==> src/rtl/page_run_allocator_unit_macros.svh <==
// Assertion helpers for the page run allocator.
`ifndef PAGE_RUN_ALLOCATOR_UNIT_MACROS_SVH
`define PAGE_RUN_ALLOCATOR_UNIT_MACROS_SVH
`ifndef SYNTHESIS
`define PRAU_ASSERT(lbl, clk, rst_n, cond) \
	lbl: assert property (@(posedge clk) disable iff (!rst_n) (cond)) \
	else $error("prau assertion failed");
`define PRAU_ASSERT_NEXT(lbl, clk, rst_n, pre, post) \
	lbl: assert property (@(posedge clk) disable iff (!rst_n) (pre) |=> (post)) \
	else $error("prau assertion failed");
`else
`define PRAU_ASSERT(lbl, clk, rst_n, cond)
`define PRAU_ASSERT_NEXT(lbl, clk, rst_n, pre, post)
`endif
`endif

==> src/rtl/prau_ram.sv <==
`default_nettype none
module prau_ram #(
	parameter int W  = 8,
	parameter int D  = 16,
	parameter int AW = $clog2(D)
) (
	input  wire logic          clk,
	input  wire logic          we,
	input  wire logic [AW-1:0] waddr,
	input  wire logic [W-1:0]  wdata,
	input  wire logic [AW-1:0] raddr,
	output logic      [W-1:0]  rdata
);
	logic [W-1:0] mem [D];

	always_ff @(posedge clk) begin
		if (we) mem[waddr] <= wdata;
		rdata <= mem[raddr];
	end
endmodule
`default_nettype wire

==> config.mk <==
export PLATFORM = sky130hd
export DESIGN_NAME = prau_ram
export DESIGN_NICKNAME = d
export VERILOG_FILES = /design/src/rtl/page_run_allocator_unit_macros.svh /design/src/rtl/prau_ram.sv
export SDC_FILE = /design/constraint.sdc
export NUM_CORES = 1
export LEC_CHECK = 0
export BUFFER_PORTS_ARGS = -buffer_cell sky130_fd_sc_hd__buf_2
export CORE_UTILIZATION = 45
export CTS_CLUSTER_DIAMETER = 30
export DETAILED_ROUTE_END_ITERATION = 8
export SYNTH_ARGS = -nofsm -noshare
export SYNTH_HDL_FRONTEND = slang
export SYNTH_SLANG_ARGS = --single-unit
==> constraint.sdc <==
create_clock -name clk -period 4.38 [get_ports clk]
set_input_delay 0.876 -clock clk [delete_from_list [all_inputs] [get_ports clk]]
set_output_delay 0.876 -clock clk [all_outputs]
set_load 0.005 [all_outputs]
==> results.md <==
- Number of max-cap violations: 0
- Fill count: 798
- Initial antenna violation count: 0
- Root Driver: clkbuf_16
- Worst slew pin tran: 0.9581 ns
- Max Slew Vio Count: 0
- Hold WS: 0.6627 ns
- Logic pwr share: 0.039
- Clock buffer depth: 2
- Clock Sinks: 136
- Gr usage total: 0.1832
- Cts hold-fix bufs: 0
- Status: finished clean
- Chip Height: 109.0 µm
- Cell count after synthesis: 229
- Sequential power share: 0.455
- CTS Buf Count: 17
- RSZ-0062 raised after global routing: false
- DR iter-0 viols: 134
- Hold crit path type: reg -> reg
- Vias in the first global route: 2406
- Ports: 26
- Number of remaining DRC errors: 0
- Unique masters post-synth: 19
- Syn nets: 247
- Vias: between 2000 and 2500
- Share of post-route cells with drive strength above 1: 0.2847
- Post-DR vias/cell: 5.553
- Clk pin slew, worst setup/hold paths: 0.06 ns
- Synth-to-Final Area Change: 18.08%
- Inst Count DP: 388
- Post-route clock period utilization: 0.5515
- Post-Syn Area: just over 5000 µm²
- CP Capture Type: flip-flop
- Setup Fix Bufs, Post-CTS: 0
- Die ar.: 11870 µm²
- Sw Ratio: 0.1819
- Hold Path End: rdata[4]
- DRT antenna net count: 0
- Clk_skew: 0.006092 ns
- Routed len/inst: approximately 23 µm
- Die extent in x: 109.0 µm
- Post-CTS resize count: 0
- Dpl hpwl: 5861 µm
- Clock tree from TritonCTS: yes
- Critical Path RT: around 4.7 ns
- Syn_area_per_cell: ~22 µm²
- Peak supply drop: 229.7 µV
- Min-Delay Startpoint: mem[14][4]
- Number of H-tree levels: 4
- Clock power frac: 0.505
- RePlAce Congestion: 0.7490
- Antenna cells: 0
- RR Startpoint: mem[3][4]
- Fmax: between 400 and 500 MHz
- Worst r2r dst: rdata[4]
- Pwr/cell area: roughly 530 nW/µm²
- Headroom to the max-slew limit: 0.3612
- DRT Wirelength: 9558 µm
- First-pass GRT wire length: about 14000 µm
- Worst-skew pair later-pin latency: 0.41 ns
- Final setup fails: 0
- Hold Crit Depth: 3
- Largest net degree at the start of global routing: 33
- YS warnings: 0
- Core region area: roughly 11000 µm²
- R2R setup slack: 3.02 ns
- Switching power: about 0.0006 W
- Crit path max fanout: 29
- Int Pwr: 0.002627 W
- Worst R2R Path Depth: 3
- Crit path kind: in -> reg
- Crit start category: primary input
- Minimum clock period after layout: about 2.4 ns
- Final non-filler cell total: 421
- Final hold vios: 0
- GRT overflow: 0
- Yosys reg bits: 136
- Drt first pass iters: 4
- Core Rows: 38
- Starting Density: 0.4687
- Static Leak: 2.045 nW
- Worst Path Arrival: 2.71 ns
- Sequential fraction of the synthesis area: 0.7778
- TNS Setup: 0 ns
- Final layout net count: 286
- Port Buffer Count: 25
-- final cells by class --
type | count | area, µm² | area share
Sequential cell | 136 | 4004 | 0.6587
Clock buffer | 18 | 429.2 | 0.07061
Clock inverter | 14 | 252.7 | 0.04158
Timing Repair Buffer | 30 | 160.2 | 0.02635
Tap cell | 140 | 175.2 | 0.02882
Multi-Input combinational cell | 83 | 1057 | 0.1739
-- how the worst max path moves through the flow --
stage	from	end	slack, ns	cells past startpoint
finish	raddr[0]	rdata[1]	1.96	5
global route	raddr[0]	rdata[1]	1.81	5
CTS	waddr[2]	mem[0][1]	1.86	3
detailed placement	waddr[2]	mem[0][4]	1.42	3
global placement	waddr[2]	mem[0][6]	1.44	3
floorplan	waddr[2]	mem[0][0]	2.01	2
-- per-stage QoR --
| step | util | power [W] | setup slack (ns) | area [µm²] |
|---|---|---|---|---|
| finish | 0.5534 | 0.003211 | 1.965 | 6078 |
| global route | 0.5534 | 0.003305 | 1.807 | 6078 |
| CTS | 0.5530 | 0.003237 | 1.859 | 6073 |
| detailed placement | 0.4909 | 0.001618 | 1.418 | 5391 |
| global placement | 0.4909 | 0.001614 | 1.440 | 5391 |
| floorplan | - | 0.001563 | 2.011 | 5147 |
-- registers in the layout, indices dropped and copies added, names as in the netlist --
| signal | cells |
|---|---|
| rdata | 8 |
| mem | 128 |
-- cell families (layout without fill, tap and decap cells) --
family | after synthesis | count (layout) | share of synthesized area
DFF | 136 | 136 | 0.7778
muxes | 32 | 32 | 0.1502
buffers and inverters | 10 | 62 | 0.01677
and+or+nand+nor | 35 | 35 | 0.03184
AOI/OAI and AO/OA | 16 | 16 | 0.02334
-- cells in the final DEF (no fill, tap or decap) --
cell type   count
and2_1          1
clkbuf_2        1
dfxtp_1         8
nor2_1         13
buf_2          25
nand2_1         9
clkinv_2        4
nand3_1         1
clkbuf_16      17
bufinv_16       7
clkbuf_1        1
edfxtp_1      128
mux4_2         18
nand3b_1        2
buf_4           4
mux4_1         14
nor2b_1         1
a22oi_1        16
nand2b_1        2
clkinvlp_4      3
nor3_1          4
and2b_1         1
or3b_2          1
-- synthesized netlist by cell type (all sizes together) --
| cell type | count | area share |
|---|---|---|
| nand2 | 9 | 0.0066 |
| or3b | 1 | 0.0017 |
| mux4 | 32 | 0.15 |
| buf | 7 | 0.011 |
| nor2b | 1 | 0.0012 |
| dfxtp | 8 | 0.031 |
| nand2b | 2 | 0.0024 |
| clkdlybuf4s25 | 3 | 0.0058 |
| nand3 | 1 | 0.00097 |
| a22oi | 16 | 0.023 |
| nor3 | 4 | 0.0039 |
| and2b | 1 | 0.0015 |
| nor2 | 13 | 0.0095 |
| nand3b | 2 | 0.0029 |
| edfxtp | 128 | 0.75 |
| and2 | 1 | 0.0012 |
-- per-layer routing --
metal,vias to the layer above,global-route usage,part of all wire
li1,1054,-,-
met1,1202,0.2464,0.45
met2,71,0.2767,0.49
met3,11,0.05858,0.051
met4,0,0.07722,0.011
met5,-,0,0
-- critical path: stages --
cell and delay (ns):
buf_2 0.72, buf_4 0.30, mux4_1 0.56, a22oi_1 0.19, nand2_1 0.07
-- power groups by stage --
stage / Combinational, W / Sequential (W) / Clock (W)
2_1_floorplan: 0.0000739 / 0.00149 / 0
3_5_place_dp: 0.000128 / 0.00149 / 0
4_1_cts: 0.000128 / 0.00146 / 0.00165
6_report: 0.000125 / 0.00146 / 0.00162
5_1_grt: 0.000137 / 0.00147 / 0.00170
3_3_place_gp: 0.000125 / 0.00149 / 0
Note: power is estimated with default switching activity, not from simulation.
